<file path="src/hdl/aesm_ram.sv">
module aesm_ram #(
    parameter int WIDTH = 128,
    parameter int DEPTH = 15
) (
    input  logic                     clk,
    input  logic                     we,
    input  logic [$clog2(DEPTH)-1:0] waddr,
    input  logic [WIDTH-1:0]         wdata,
    input  logic                     re,
    input  logic [$clog2(DEPTH)-1:0] raddr,
    output logic [WIDTH-1:0]         rdata
);

    logic [WIDTH-1:0] mem [DEPTH];

    always_ff @(posedge clk)
    begin
        if (we)
            mem[waddr] <= wdata;
        if (re)
            rdata <= mem[raddr];
    end

endmodule

</file>
<file path="config.mk">
export PLATFORM = sky130hd
export DESIGN_NAME = aesm_ram
export DESIGN_NICKNAME = d
export VERILOG_FILES = /design/src/hdl/aesm_ram.sv
export SDC_FILE = /design/constraint.sdc
export NUM_CORES = 2
export LEC_CHECK = 0
export ABC_AREA = 0
export BUFFER_PORTS_ARGS = -buffer_cell sky130_fd_sc_hd__buf_2
export CAP_MARGIN = 40
export CORE_MARGIN = 4
export CORE_UTILIZATION = 60
export CTS_BUF_LIST = sky130_fd_sc_hd__clkbuf_4
export DETAILED_ROUTE_END_ITERATION = 6
export GPL_TIMING_DRIVEN = 0
export PLACE_DENSITY_LB_ADDON = 0.08
export SETUP_SLACK_MARGIN = 0.02
export SYNTH_ARGS = -nofsm -noshare
export SYNTH_HDL_FRONTEND = slang
export SYNTH_SLANG_ARGS = --single-unit
export TNS_END_PERCENT = 20
</file>
<file path="constraint.sdc">
create_clock -name clk -period 15.15 [get_ports clk]
set_input_delay 0.7575 -clock clk [delete_from_list [all_inputs] [get_ports clk]]
set_output_delay 0.7575 -clock clk [all_outputs]
set_load 0.1 [all_outputs]
</file>
# ---- Yosys cells after proc, flatten, opt, wreduce, memory -nomap -nowiden
# Memories as Yosys holds them, arrays and structs flattened. A register that Yosys moved wholly into a read port is not among the register bits.
# Index checks and enable logic that the tools add are counted.
dict set report totals {
  word_cells 3
  ff_bits 0
  inputBits 139
  mem_count 1
  output_inout_bits 128
  ram_bits 1920
}
dict set report op_classes {
  n_mux 2
}
# memory depth word_bits rd rd_ports_with_merged_regs write_ports line_no
set memory_table {}
lappend memory_table {mem 15 128 1 1 1 14} ;# logic [WIDTH-1:0] mem [DEPTH];
# operator n
set op_table {}
lappend op_table {{1-bit two-way mux} 2}

# ---- Logic depth before layout (Yosys ltp)
dict set report depth {
  depth_word 2
  mapped_depth 8
  depth_no_buf 4
}

# ---- Worst setup path before layout
# No wires, ideal clock.
dict set report synth_timing {
  path_type {in2reg}
  from {input waddr[2]}
  to {memory mem[0][0], enable pin}
  arrival_ns 9.911
  setup_slack_ns 4.465
  setup_ns 0.774
  required_ns 14.376
  path_stages 2
  n_path_buf 0
  cell_sequence {or3b_2 -> nor3_1}
}
# element line_no
set synth_rtl {}
lappend synth_rtl {{from (decl)} 7} ;# input logic [$clog2(DEPTH)-1:0] waddr,
lappend synth_rtl {{to (decl)} 14}
# Straight into the memory's write port.

# ---- Worst setup path in the final report
dict set report layout_timing {
  from {register rdata[88] (read register of mem)}
  to {output rdata[88]}
}
# element line_no
set layout_rtl {}
lappend layout_rtl {{from (decl)} 11} ;# output logic [WIDTH-1:0] rdata
# No word-level cell between the ends.

==> flow_summary_export.csv <==
group,metric,value,unit
layout,drive_gt1_share,31.9,%
hold_path,min-delay-start,"waddr[2]",
timing,setup_viol,0,
die,io_pins,267,
grt,antenna_found_initial,19,
critical_path,worst_setup_path_end_kind,"output port",
die,start_util,60.3,%
critical_path,rrSetupSlack,13.33,ns
route,dr.pass1.iters,5,
yosys,synth-async-reset-ratio,0,%
layout,area.sequential,61500,sq um
clock_network,root_buffer,"clkbuf_4",
timing,final_hold_viol_count,0,
yosys,synth_top_area_share,79.9,%
yosys,yosys_register_bits,2048,
route,routed_wl,189000,microns
critical_path,timing.rr.start,"mem[5][21]$_DFFE_PP_",
critical_path,crit_start,"rdata[88]$_DFFE_PP_",
route,first_iter_violations,4417,
critical_path,crit_family,"flip-flops",
route,detail_route.wl_per_cell,28.1,microns
layout,syn_to_final_growth,17.2,%
clock_network,cts_buffer_depth,4,
route,detail_route.vias_per_cell,6.11,
power_and_ir_drop,p_leak,0.0309,uW
critical_path,crit_chain,"buf_2",
yosys,synthTopCellsByCount,"edfxtp_1 (2048), mux2i_1 (360), mux4_2 (268), nand2_1 (130), a22oi_1 (128)",
grt,first_global_vias,42700,
clock_network,clock_latency,1.29,ns
yosys,synth_area_per_cell,20.9,sq um
critical_path,critical_path_required,14.39,ns
critical_path,startpoint_type,"register",
timing,fin_skew,0.0424,ns
yosys,synth.largest_area_cell,"edfxtp_1",
clock_network,numClockSinks,2048,
yosys,yosysUniqueCellTypes,30,
route,vias,41200,
critical_path,critPathBufInv,1,
power_and_ir_drop,p_sw_share,23.3,%
place,gp_congestion,0.760,
place,place_area,82800,sq um
die,coreArea,128000,sq um
yosys,netlist_area,76900,sq um
clock_network,cts_buffers,533,
die,std_cell_rows,131,
critical_path,slowest_stage,"edfxtp_1",
critical_path,critical_path.max_stage_delay,0.54,ns
timing,period_minus_slack,3.08,ns
yosys,synthCells,3682,
clock_network,cts_max_level,6,
layout,fin_nets,4907,
grt,track_usage,28.5,%
grt,grt_max_degree,76,
die,die_h,366,microns
power_and_ir_drop,p_per_area,130,nW/um^2
yosys,synth_area_leaders,"edfxtp_1 (80%), mux4_2 (7.8%), mux2i_1 (4.7%)",
timing,rsz0062_at_grt,"no",
outcome,status,"finished, final reports clean",
clock_network,cts_tree,"yes",
timing,fin_crit_sh,20.3,%
power_and_ir_drop,comb_power_share,7.5,%
clock_network,clkSlewWorstSetupHoldPaths,0.06,ns
layout,multiInputGateArea,14300,sq um
die,die_x,366,microns
timing,post-route-worst-setup-slack,12.07,ns
critical_path,worstPathArrival,2.33,ns
grt,overflow,0,
die,die-area,134000,sq um
place,pre_cts_ws,11.27,ns
route,ant_nets,0,
timing,worst_slew_pin_slew,0.933,ns
power_and_ir_drop,seq_power_share,54.9,%
route,drc,0,
timing,maxSlewHeadroom,37.8,%
place,place_hpwl,120000,microns
yosys,yosys_warnings,0,
yosys,synth.most_common_cell,"edfxtp_1",
layout,final_area,90200,sq um
power_and_ir_drop,power.total,11700,uW
power_and_ir_drop,pwr-share-clk,37.6,%
grt,grt_pass1_wl,277000,microns
critical_path,critPathMaxFanout,1,
power_and_ir_drop,ir_worst_vdd,0.0000904,V
yosys,yosysSeqAreaShare,79.9,%
run,max_cap_viol_count,0,
yosys,synth_flop_cell,"edfxtp_1",
power_and_ir_drop,p_switching,2720,uW
layout,fillCellCount,8059,
critical_path,worstSetupPathType,"reg -> out",
hold_path,hp-class,"in -> reg",
power_and_ir_drop,p_int,8970,uW
yosys,synth.net_count,3821,
timing,slew_viol_final,0,
timing,fmax,324,MHz
clock_network,cts_resized,0,
yosys,synth-edff-count,2048,
place,io_buffers,264,
==> power by group through the flow <==
stage | logic, uW | registers [uW] | clock network, uW
floorplan | 324 | 6760 | 0
global placement | 816 | 6570 | 0
detailed placement | 852 | 6540 | 0
CTS | 885 | 6420 | 4500
global route | 926 | 6420 | 4830
finish | 880 | 6420 | 4400
==> layout by cell type, fill, tap and decap left out, drive strengths merged <==
master	netlist	final
mux2i	360	360
and2b	1	1
nor3	4	4
nand2	130	130
nand3	1	1
inv	2	23
or3b	1	1
nor2	32	32
o21ai	116	116
a31oi	116	116
o22ai	116	116
dlygate4sd3	0	132
o211ai	12	12
a22oi	128	128
nand2b	122	122
mux4	268	268
a21oi	12	12
diode	0	18
clkinv	1	58
clkbuf	69	817
or2	2	2
edfxtp	2048	2048
nand3b	2	2
buf	138	557
bufinv	0	5
nor2b	1	1
==> timing repair <==
| action | 4_1_cts | 5_1_grt |
|---|---|---|
| hold buffers | 132 | 0 |
| endpoints found under the hold margin | 1994 | 0 |
| setup buffers | 0 | 0 |
==> metal layers <==
metal  global-route usage [%]  up-vias  part of all wire (%)
met1                     39.8    21100                    40
li1                         -    17700                     -
met3                     7.28      298                   9.4
met5                        0        -                 0.029
met2                     44.7     2086                    48
met4                     9.65        8                   2.4
==> final timing paths <==
check	end	cells past startpoint
max	rdata[88]	1
min	mem[14][41]$_DFFE_PP_	3
min reg2reg	rdata[89]$_DFFE_PP_	2
max reg2reg	rdata[21]$_DFFE_PP_	3
==> flip-flops by register name, summed over array words and instances, names as in the netlist <==
register  flops
mem        1920
rdata       128
==> logic make-up after synthesis <==
kind of cell           Yosys count  synth area share [%]
flip-flops                    2048                  79.9
AND/OR/NAND/NOR                296                  1.88
multiplexers                   628                  12.5
buffers and inverters          210                  1.57
AO/OA/AOI/OAI                  500                  4.09
==> final cells by class <==
cell class | count | area share (%)
clock inverters | 83 | 0.499
multi-input cells | 1424 | 15.9
diodes | 18 | 0.0499
well taps | 1662 | 2.31
inverters | 3 | 0.0125
flip-flops and latches | 2048 | 68.2
clock buffers | 748 | 6.23
plain buffers | 207 | 1.33
repair buffers | 551 | 5.50
==> stage by stage <==
stage / util, % / cells / hold WS, ns / TNS (ns)
global route: 70.7 / 6730 / 0.133 / 0
finish: 70.7 / 6744 / 0.200 / 0
global placement: 63.0 / 5608 / 0.619 / -2714.72
floorplan: - / 3682 / 0.600 / 0
detailed placement: 64.9 / 5763 / 0.646 / 0
CTS: 70.7 / 6726 / 0.0474 / 0
==> worst register-to-register path: cells and delay by family, from the launching register on <==
kind | cells | cell delay, ns
muxes | 1 | 0.47
AOI/OAI and AO/OA | 2 | 0.59
DFF | 1 | 0.36
Note: power is estimated with default switching activity, not from simulation.
