$ cat config.mk
export PLATFORM = sky130hd
export DESIGN_NAME = aesm_keyexp
export DESIGN_NICKNAME = d
export VERILOG_FILES = /design/src/hdl/aesm_pkg.sv /design/src/hdl/aesm_keyexp.sv
export SDC_FILE = /design/constraint.sdc
export NUM_CORES = 1
export LEC_CHECK = 0
export ABC_AREA = 1
export BUFFER_PORTS_ARGS = -buffer_cell sky130_fd_sc_hd__buf_4
export CAP_MARGIN = 20
export CELL_PAD_IN_SITES_DETAIL_PLACEMENT = 0
export CELL_PAD_IN_SITES_GLOBAL_PLACEMENT = 1
export CORE_ASPECT_RATIO = 0.8
export CORE_UTILIZATION = 45
export CTS_BUF_LIST = sky130_fd_sc_hd__clkbuf_8
export CTS_CLUSTER_DIAMETER = 40
export CTS_CLUSTER_SIZE = 25
export DETAILED_ROUTE_END_ITERATION = 16
export PLACE_DENSITY = 0.86
export SLEW_MARGIN = 20
export SYNTH_ARGS = -nofsm -noshare
export SYNTH_HDL_FRONTEND = slang
export SYNTH_SLANG_ARGS = --single-unit
$ cat constraint.sdc
create_clock -name clk -period 51.3 [get_ports clk]
set_clock_uncertainty 0.05 [all_clocks]
set_input_delay 15.39 -clock clk [delete_from_list [all_inputs] [get_ports clk]]
set_output_delay 15.39 -clock clk [all_outputs]
set_load 0.01 [all_outputs]
$ cat src/hdl/aesm_pkg.sv
package aesm_pkg;

    localparam int RK_DEPTH = 15;
    localparam int RK_AW    = 4;
    localparam int RK_W     = 128;

    // Configuration register indexes
    localparam logic [2:0] CFG_KEY0   = 3'd0;
    localparam logic [2:0] CFG_KEY1   = 3'd1;
    localparam logic [2:0] CFG_KEY2   = 3'd2;
    localparam logic [2:0] CFG_KEY3   = 3'd3;
    localparam logic [2:0] CFG_MASKHI = 3'd4;
    localparam logic [2:0] CFG_MASKLO = 3'd5;

    localparam logic [63:0] MASK_HI_RST = 64'h0001020304050607;
    localparam logic [63:0] MASK_LO_RST = 64'h08090a0b0c0d0e0f;

    // Round key write from the expansion engine
    typedef struct packed {
        logic             we;
        logic [RK_AW-1:0] addr;
        logic [RK_W-1:0]  data;
    } aesm_kwr_t;

    // Entry 0 in the top byte
    localparam logic [2047:0] SBOX_TBL = {
        128'h637c777bf26b6fc53001672bfed7ab76,
        128'hca82c97dfa5947f0add4a2af9ca472c0,
        128'hb7fd9326363ff7cc34a5e5f171d83115,
        128'h04c723c31896059a071280e2eb27b275,
        128'h09832c1a1b6e5aa0523bd6b329e32f84,
        128'h53d100ed20fcb15b6acbbe394a4c58cf,
        128'hd0efaafb434d338545f9027f503c9fa8,
        128'h51a3408f929d38f5bcb6da2110fff3d2,
        128'hcd0c13ec5f974417c4a77e3d645d1973,
        128'h60814fdc222a908846eeb814de5e0bdb,
        128'he0323a0a4906245cc2d3ac629195e479,
        128'he7c8376d8dd54ea96c56f4ea657aae08,
        128'hba78252e1ca6b4c6e8dd741f4bbd8b8a,
        128'h703eb5664803f60e613557b986c11d9e,
        128'he1f8981169d98e949b1e87e9ce5528df,
        128'h8ca1890dbfe6426841992d0fb054bb16
    };

    localparam logic [2047:0] ISBOX_TBL = {
        128'h52096ad53036a538bf40a39e81f3d7fb,
        128'h7ce339829b2fff87348e4344c4dee9cb,
        128'h547b9432a6c2233dee4c950b42fac34e,
        128'h082ea16628d924b2765ba2496d8bd125,
        128'h72f8f66486689816d4a45ccc5d65b692,
        128'h6c704850fdedb9da5e154657a78d9d84,
        128'h90d8ab008cbcd30af7e45805b8b34506,
        128'hd02c1e8fca3f0f02c1afbd0301138a6b,
        128'h3a9111414f67dcea97f2cfcef0b4e673,
        128'h96ac7422e7ad3585e2f937e81c75df6e,
        128'h47f11a711d29c5896fb7620eaa18be1b,
        128'hfc563e4bc6d279209adbc0fe78cd5af4,
        128'h1fdda8338807c731b11210592780ec5f,
        128'h60517fa919b54a0d2de57a9f93c99cef,
        128'ha0e03b4dae2af5b0c8ebbb3c83539961,
        128'h172b047eba77d626e169146355210c7d
    };

    function automatic logic [7:0] sbox(input logic [7:0] x);
        return SBOX_TBL[{~x, 3'b000} +: 8];
    endfunction

    function automatic logic [7:0] inv_sbox(input logic [7:0] x);
        return ISBOX_TBL[{~x, 3'b000} +: 8];
    endfunction

    function automatic logic [7:0] xt(input logic [7:0] a);
        return {a[6:0], 1'b0} ^ (a[7] ? 8'h1b : 8'h00);
    endfunction

    // Byte 0 of a block sits in bits 127:120
    function automatic logic [127:0] enc_round(input logic [127:0] st,
                                               input logic [127:0] rk,
                                               input logic         last);
        logic [7:0] t [16];
        logic [7:0] s [16];
        logic [7:0] a0, a1, a2, a3;
        logic [127:0] o;
        for (int i = 0; i < 16; i++)
            t[i] = sbox(st[127-8*i -: 8]);
        for (int i = 0; i < 16; i++)
            s[i] = t[(i % 4) + 4 * (((i / 4) + (i % 4)) % 4)];
        if (!last)
        begin
            for (int c = 0; c < 4; c++)
            begin
                a0 = s[4*c]; a1 = s[4*c+1]; a2 = s[4*c+2]; a3 = s[4*c+3];
                s[4*c]   = xt(a0) ^ xt(a1) ^ a1 ^ a2 ^ a3;
                s[4*c+1] = a0 ^ xt(a1) ^ xt(a2) ^ a2 ^ a3;
                s[4*c+2] = a0 ^ a1 ^ xt(a2) ^ xt(a3) ^ a3;
                s[4*c+3] = xt(a0) ^ a0 ^ a1 ^ a2 ^ xt(a3);
            end
        end
        for (int i = 0; i < 16; i++)
            o[127-8*i -: 8] = s[i];
        return o ^ rk;
    endfunction

    function automatic logic [127:0] dec_round(input logic [127:0] st,
                                               input logic [127:0] rk,
                                               input logic         mix);
        logic [7:0] s [16];
        logic [7:0] a [4];
        logic [7:0] x2 [4];
        logic [7:0] x4 [4];
        logic [7:0] x8 [4];
        logic [127:0] o;
        for (int i = 0; i < 16; i++)
            s[(i % 4) + 4 * (((i / 4) + (i % 4)) % 4)] = st[127-8*i -: 8];
        for (int i = 0; i < 16; i++)
            s[i] = inv_sbox(s[i]) ^ rk[127-8*i -: 8];
        if (mix)
        begin
            for (int c = 0; c < 4; c++)
            begin
                for (int j = 0; j < 4; j++)
                begin
                    a[j]  = s[4*c+j];
                    x2[j] = xt(a[j]);
                    x4[j] = xt(x2[j]);
                    x8[j] = xt(x4[j]);
                end
                // 14 = 8^4^2, 11 = 8^2^1, 13 = 8^4^1, 9 = 8^1
                for (int j = 0; j < 4; j++)
                    s[4*c+j] = (x8[j] ^ x4[j] ^ x2[j])
                             ^ (x8[(j+1)%4] ^ x2[(j+1)%4] ^ a[(j+1)%4])
                             ^ (x8[(j+2)%4] ^ x4[(j+2)%4] ^ a[(j+2)%4])
                             ^ (x8[(j+3)%4] ^ a[(j+3)%4]);
            end
        end
        for (int i = 0; i < 16; i++)
            o[127-8*i -: 8] = s[i];
        return o;
    endfunction

endpackage

$ cat src/hdl/aesm_keyexp.sv
module aesm_keyexp
    import aesm_pkg::*;
#(
    parameter int KEY_BITS = 256
) (
    input  logic            clk,
    input  logic            rst_n,
    input  logic            start,
    input  logic [3:0][63:0] key,
    output aesm_kwr_t       kwr,
    output logic            busy
);

    localparam int NK    = KEY_BITS / 32;
    localparam int NR    = NK + 6;
    localparam int TOTAL = 4 * (NR + 1);
    localparam int WIW   = $clog2(TOTAL);

    logic [WIW-1:0] wi_reg;
    logic [2:0]     wmod_reg;
    logic [7:0]     rcon_reg;
    logic           busy_reg;
    logic [31:0]    win_reg [NK];
    logic [95:0]    row_reg;

    logic [63:0] kpair;
    logic [31:0] kw, tw, tsub, nw;
    logic        from_key;

    always_comb
    begin
        kpair    = key[wi_reg[2:1]];
        kw       = wi_reg[0] ? kpair[31:0] : kpair[63:32];
        tw       = win_reg[NK-1];
        from_key = (wi_reg < WIW'(NK));
        tsub     = tw;
        if (wmod_reg == 3'd0)
            tsub = {sbox(tw[23:16]) ^ rcon_reg, sbox(tw[15:8]), sbox(tw[7:0]),
                    sbox(tw[31:24])};
        else if (NK > 6 && wmod_reg == 3'd4)
            tsub = {sbox(tw[31:24]), sbox(tw[23:16]), sbox(tw[15:8]), sbox(tw[7:0])};
        nw = from_key ? kw : (tsub ^ win_reg[0]);
    end

    always_ff @(posedge clk or negedge rst_n)
    begin
        if (!rst_n)
        begin
            busy_reg <= 1'b1;
            wi_reg   <= '0;
            wmod_reg <= '0;
            rcon_reg <= 8'h01;
        end
        else if (start)
        begin
            busy_reg <= 1'b1;
            wi_reg   <= '0;
            wmod_reg <= '0;
            rcon_reg <= 8'h01;
        end
        else if (busy_reg)
        begin
            wi_reg   <= wi_reg + 1'b1;
            wmod_reg <= (wmod_reg == 3'(NK - 1)) ? 3'd0 : wmod_reg + 1'b1;
            if (!from_key && wmod_reg == 3'd0)
                rcon_reg <= xt(rcon_reg);
            if (wi_reg == WIW'(TOTAL - 1))
                busy_reg <= 1'b0;
        end
    end

    always_ff @(posedge clk)
    begin
        if (busy_reg && !start)
        begin
            for (int k = 0; k < NK - 1; k++)
                win_reg[k] <= win_reg[k+1];
            win_reg[NK-1] <= nw;
            row_reg       <= {row_reg[63:0], nw};
        end
    end

    assign kwr.we   = busy_reg && !start && (wi_reg[1:0] == 2'd3);
    assign kwr.addr = RK_AW'(wi_reg >> 2);
    assign kwr.data = {row_reg, nw};
    assign busy     = busy_reg;

endmodule

* Word-level counts from Yosys, hierarchy flattened
Memory sizes are Yosys's and may differ from the RTL's. Index checks and enable logic that the tools add are counted.
Word-level totals: logic and storage cells 54, bits in registers 114, input bits 259, memory bits (writable) 256, memories kept 1
Operators by class: mux-type cells 20, shifts and indexed selects 4, add/sub/neg operators 2, magnitude comparators 2, bitwise operators 7, reductions and logical operators 9, eq/ne operators 4
Memory list:
- win_reg | words 8, bits a word 32, read ports 8, clocked after Yosys merged registers in 0, write ports 8, line aesm_keyexp.sv:23 | logic [31:0] win_reg [NK];
Operators with widths (number):
- $shiftx 2048x12->8 const A | 4
- $bmux 64 s2 | 1
- $mux 32 | 4
- $mux 64 | 1
- $not 8->8 | 4
- $xor 32x32->32 | 1
- $mux 8 | 3
- $mux 6 | 2
- $mux 3 | 3
- $xor 8x5->8 | 1
- $xor 8x8->8 | 1
- $add 6x1->6 const B | 1
- $eq 3x3->1 const B | 2
- $eq 6x6->1 const B | 1
- $lt 6x4->1 const B | 1
- $mux 1 | 5
- $mux 5 | 1
- $reduce_bool 2->1 | 2
- $add 3x1->3 const B | 1
- $logic_and 1x1->1 | 3
- $logic_not 3->1 | 1
- $lt 2x3->1 const B | 1
- $eq 2x2->1 const B | 1
- $logic_not 1->1 | 2
- $reduce_and 2->1 | 1

* Depth between registers and ports, before layout
Gate-level depths: netlist of run 1.
depth in word-level cells 6, mapped depth 21, gate-level depth less buffers 20

* Worst setup path after synthesis of run 1
No wires, ideal clock.
path type input port to output port, start input port start, end output port kwr[132] (netlist name), arrival 27.116 ns, required time 35.860 ns, slack 8.744 ns, stages on the path 3, path buffers 0, cells stage by stage nor2_1 > inv_1 > nor2_1
RTL lines:
- start, declared | line aesm_keyexp.sv:8 | input logic start,
- end, declared | line aesm_keyexp.sv:10 | output aesm_kwr_t kwr,

==> results of run 1 <==
## through the flow
step	instance area [um2]	total power [mW]	setup WS [ns]	std cells
2_1_floorplan	24400	0.557	8.74	3623
3_3_place_gp	26700	0.700	19.00	4416
3_5_place_dp	26700	0.695	18.96	4416
4_1_cts	27500	0.882	18.96	4488
5_1_grt	27500	0.940	18.95	4489
6_report	27500	0.897	18.92	4489
## critical path, stage by stage
cell and delay (ns):
buf_4 0.11, o21ai_0 0.15, o22ai_1 0.14, o211ai_1 0.51
nand2_1 0.37, buf_4 0.25
## placed cells by master (no fill, tap or decap), drive strengths merged, types with 5 or more instances in the layout
cell type / netlist / final
a21oi: 105 / 105
a31oi: 8 / 8
buf: 248 / 443
clkbuf: 104 / 39
clkinv: 5 / 11
clkinvlp: 0 / 5
dfrtp: 16 / 16
edfxtp: 256 / 256
ha: 64 / 64
inv: 191 / 212
nand2: 938 / 938
nand3: 933 / 933
nand3b: 9 / 9
nand4: 43 / 43
nor2: 301 / 301
nor3: 5 / 5
o211ai: 74 / 74
o21ai: 243 / 243
o221ai: 33 / 33
o22ai: 36 / 36
## kinds of logic (layout without fill, tap and decap cells)
family / after synthesis / after routing / synth area share [%]
other: 0 / 1 / 0
AND/OR/NAND/NOR: 2231 / 2231 / 40.2
buffers and inverters: 548 / 711 / 11.2
adder cells (fa/ha/maj): 64 / 64 / 3.28
AO/OA/AOI/OAI: 503 / 503 / 11.9
flip-flops: 274 / 274 / 33.3
XOR/XNOR: 3 / 3 / 0.108
## path summary, 6_finish.rpt
check | startpoint | end | slack, ns | cells past startpoint
max in group asynchronous | rst_n | busy$_DFF_PN1_ | 36.37 | 1
min reg2reg | win_reg[1][14]$_DFFE_PP_ | win_reg[0][110]$_DFFE_PP_ | 0.37 | 0
min | win_reg[1][14]$_DFFE_PP_ | win_reg[0][110]$_DFFE_PP_ | 0.37 | 0
max reg2reg | row_reg[24]$_DFFE_PP_ | row_reg[25]$_DFFE_PP_ | 46.87 | 14
min in group asynchronous | rst_n | wmod_reg[2]$_DFFE_PN0P_ | 14.56 | 1
max | key[89] | kwr[25] | 18.92 | 6
## where the power goes
group          total (mW)  internal, mW  switching, mW
clock network       0.186        0.0831          0.103
logic               0.434         0.127          0.307
registers           0.277         0.264         0.0128
## routing by layer
metal	up-vias	wire [um]	share of wire [%]
li1	12700	-	-
met3	345	15900	14
met4	6	4600	4.1
met5	-	41	0.036
met1	13200	46000	41
met2	2250	46800	41
## area by class of cell
cell class	count	share of cell area [%]
Sequential cell	274	29.6
Clock inverter	33	0.992
Timing Repair Buffer	443	12.1
Clock buffer	39	1.95
Tap cell	702	3.20
Multi-Input combinational cell	2801	49.4
Antenna cell	1	0.00910
Inverter	196	2.73
==> impl_metrics.yaml, run 1 <==
run_status:
  status: "finished, final reports clean"
cells_and_area:
  multiInputGateArea_um2: 13600
  fillers: 5519
  seqCellArea_um2: 8150
  nets: 4078
  fin_util_pct: 51.2
  largest_reg_flops: 161
  area_growth_pct: 12.5
  drive_gt1_share_pct: 15.6
logic_synthesis:
  synth-seq-cells: 274
  yosysTopAreaCell: "edfxtp_1"
  ys_types: 40
  synth_area_per_cell_um2: 6.75
  yosysWarnings: 0
  synth_area_leaders: "edfxtp_1, nand3_1, nand2_1, o21ai_0, nor2_1"
  synth_top_flop_cell: "edfxtp_1"
  syn_area_um2: 24400
  yosysMostFrequentCell: "nand3_1"
  yosysTopAreaCellShare_pct: 31.4
  ys_seq_area_share_pct: 33.3
  synth_cells: 3623
  ys_async_sr_fraction_pct: 6.57
  synthTopCellsByCount: "nand3_1, nand2_1, nor2_1"
  synth-edff-count: 256
  synth.net_count: 3946
grt:
  overflow: 0
  grt_use_total_pct: 39.6
  grt_pass1_vias: 25500
  grtUsageMet1_pct: 55.9
  grt_pass1_wl_um: 166000
  met2_usage_pct: 57.9
  use_met3_pct: 10.7
  antenna_found_initial: 5
  busiest_layer: "met2"
  grt_max_degree: 93
floorplanning:
  rows: 76
  fp.coreArea_um2: 53700
  die_x_um: 263
  dieArea_um2: 55300
  die_height_um: 210
  num_io_pins: 393
  start_util_pct: 45.5
route:
  dr.pass1.iters: 9
  dr.first_iter.drc_count: 5327
  wirelength_um: 113000
  drc: 0
  postRouteAntennaNets: 0
  vias: 28500
  routedWlPerCell_um: 25.3
  viasPerCell: 6.35
place:
  gp_congestion: 1.02
  dp_hpwl_um: 78600
  port_buffers: 392
timing:
  min_period_ns: 32.38
  whs_ns: 0.367
  max_freq_mhz: 30.9
  worst_pin_slew_ns: 1.02
  rsz0062_at_grt: "no"
  hold_viol: 0
  slew_headroom_pct: 31.8
  setup_viol: 0
  post-route-period-util_pct: 63.1
  setup_tns_ns: 0
  slew_violations: 0
clock_tree:
  cts_setup_buffers: 0
  ctsResizeCount: 0
  cts_tree: "done"
  postCtsHoldBufs: 0
  clkLatencyLatePin_ns: 0.65
  cts_sinks: 274
  clock_path_buffers: 3
  clockRootBuffer: "clkbuf_8"
  cts_buffers: 39
  clkTransAtPathRegs_ns: 0.07
  h-tree-depth: 2
job:
  cap_violations: 0
pwr:
  powerDensity_nw_per_um2: 32.6
  p_leak_nw: 12.4
  ir_drop_mv: 0.0276
min_path:
  hold_class: "flip-flop to flip-flop"
setup_path:
  critPathLaunchType: "primary input"
  worstPathArrival_ns: 16.94
  crit_type: "primary input to primary output"
  path_max_fanout: 2
  cp.required_ns: 35.86
  crit_path_end_kind: "primary output"
(Power assumes the default switching activity.)
==> run 2: changes to the inputs <==
--- a/config.mk
+++ b/config.mk
@@ -11,12 +11,12 @@
 export CELL_PAD_IN_SITES_DETAIL_PLACEMENT = 0
 export CELL_PAD_IN_SITES_GLOBAL_PLACEMENT = 1
 export CORE_ASPECT_RATIO = 0.8
-export CORE_UTILIZATION = 45
+export CORE_UTILIZATION = 38
 export CTS_BUF_LIST = sky130_fd_sc_hd__clkbuf_8
 export CTS_CLUSTER_DIAMETER = 40
 export CTS_CLUSTER_SIZE = 25
 export DETAILED_ROUTE_END_ITERATION = 16
-export PLACE_DENSITY = 0.86
+export PLACE_DENSITY = 0.77
 export SLEW_MARGIN = 20
 export SYNTH_ARGS = -nofsm -noshare
 export SYNTH_HDL_FRONTEND = slang
==> constraint.sdc (replaced) <==
create_clock -name clk -period 28.1 [get_ports clk]
set_clock_uncertainty 0.05 [all_clocks]
set_input_delay 8.43 -clock clk [delete_from_list [all_inputs] [get_ports clk]]
set_output_delay 8.43 -clock clk [all_outputs]
set_load 0.01 [all_outputs]
==> run 2 against run 1 <==
Against the previous run:
- wire length is 0.84% higher
- worst hold slack worse by 0.024 ns
- sequential power is 82% higher
- worst setup slack lost 9.5 ns
==> impl_metrics.yaml, run 2 (synthesized netlist as in run 1, its figures left out) <==
run_status:
  status: "finished, final reports clean"
clock_tree:
  clockRootBuffer: "clkbuf_8"
  cts_sinks: 274
  clkTransAtPathRegs_ns: 0.09
  cts_buffers: 37
  postCtsHoldBufs: 0
  clock_path_buffers: 3
  h-tree-depth: 2
  cts_tree: "done"
  cts_setup_buffers: 0
  clkLatencyLatePin_ns: 0.63
  ctsResizeCount: 0
setup_path:
  critPathLaunch: "key[132]"
  critPathLaunchType: "primary input"
  ff2ff_path_depth: 14
  rr_endpoint: "row_reg[15]$_DFFE_PP_"
  crit_path_end_kind: "primary output"
  worstPathArrival_ns: 10.18
  reg2reg_slack_ns: 23.79
  path_max_fanout: 2
  crit_type: "primary input to primary output"
  cp.required_ns: 19.62
  reg2reg_from: "row_reg[1]$_DFFE_PP_"
cells_and_area:
  drive_gt1_share_pct: 15.5
  final_common_cell: "nand3_1"
  area_growth_pct: 13.0
  largest_reg_flops: 161
  nets: 4073
  final_cell_mix: "nand3_1, nand2_1, buf_4, nor2_1, edfxtp_1"
  antennaDiodeCount: 0
  final_cells: 4618
  fin_util_pct: 43.8
grt:
  busiest_layer: "met2"
  met2_usage_pct: 49.1
  grt_max_degree: 93
  antenna_found_initial: 6
  grtUsageMet1_pct: 48.6
  grt_use_total_pct: 33.8
  grt_pass1_wl_um: 168000
  use_met3_pct: 8.38
  overflow: 0
  grt_pass1_vias: 25300
timing:
  min_period_ns: 18.66
  rsz0062_at_grt: "no"
  setup_tns_ns: 0
  max_freq_mhz: 53.6
  hold_viol: 0
  setup_viol: 0
  slew_violations: 0
  post-route-period-util_pct: 66.4
  whs_ns: 0.343
  worst_pin_slew_ns: 1.04
  slew_headroom_pct: 30.9
pwr:
  powerDensity_nw_per_um2: 59.0
  power_mw: 1.63
  ir_drop_mv: 0.0371
  p_leak_nw: 12.4
place:
  place_inst: 4551
  port_buffers: 392
  gp_congestion: 1.02
  dp_hpwl_um: 80200
floorplanning:
  rows: 82
  fp.coreArea_um2: 63100
  die_height_um: 229
  dieArea_um2: 65400
  num_io_pins: 393
  start_util_pct: 38.7
  die_x_um: 286
route:
  viasPerCell: 6.03
  dr.pass1.iters: 9
  drc: 0
  vias: 27800
  wirelength_um: 114000
  dr.first_iter.drc_count: 5075
  routedWlPerCell_um: 24.8
  postRouteAntennaNets: 0
job:
  cap_violations: 0
min_path:
  min_to: "win_reg[0][77]$_DFFE_PP_"
  hold_depth: 0
  hold_class: "flip-flop to flip-flop"
  worstHoldStart: "win_reg[0][109]$_DFFE_PP_"
-- run 2: cell count changes in the layout (fill, tap and decap cells not counted), sizes merged --
cell / delta
clkinv: +2
diode: -1
bufinv: +1
buf: -3
clkbuf: -1
inv: -7
-- run 2: stage by stage --
step	area [um2]	setup WS [ns]
final	27600	9.44
after global routing	27600	9.45
after CTS	27600	9.60
after global placement	26800	9.57
after floorplan	24400	3.84
after detailed placement	26800	9.61
-- run 2: area by class of cell --
class | instances | area, um2
multi-input cells | 2801 | 13600
repair buffers | 440 | 3300
well taps | 840 | 1050
clock inverters | 29 | 269
fillers | 6791 | 35500
inverters | 196 | 753
clock buffers | 38 | 523
flip-flops and latches | 274 | 8150
-- run 2: per-layer routing --
metal  vias to the layer above  routed length [um]  part of all wire (%)
met1                     13000               48300                    42
met5                         -                  35                 0.031
met3                       243               14300                    12
met2                      1944               47900                    42
li1                      12700                   -                     -
met4                         6                3730                   3.3
-- run 2: how the worst max path moves through the flow --
stage                     endpoint  cells past startpoint
after floorplan           kwr[132]                      3
after global placement      kwr[4]                      6
after detailed placement    kwr[4]                      6
after CTS                   kwr[4]                      6
after global routing        kwr[4]                      6
final                       kwr[4]                      6
-- run 2: worst max-delay path: stages --
cell and delay (ns):
buf_4 0.11, o21ai_0 0.25, o22ai_1 0.29, o21ai_0 0.75, o21ai_1 0.16, buf_4 0.19
-- run 2: power breakdown --
group,internal [mW],leakage (nW),switching (mW)
combinational,0.231,9.25,0.557
sequential,0.482,2.73,0.0230
clock,0.156,0.407,0.182
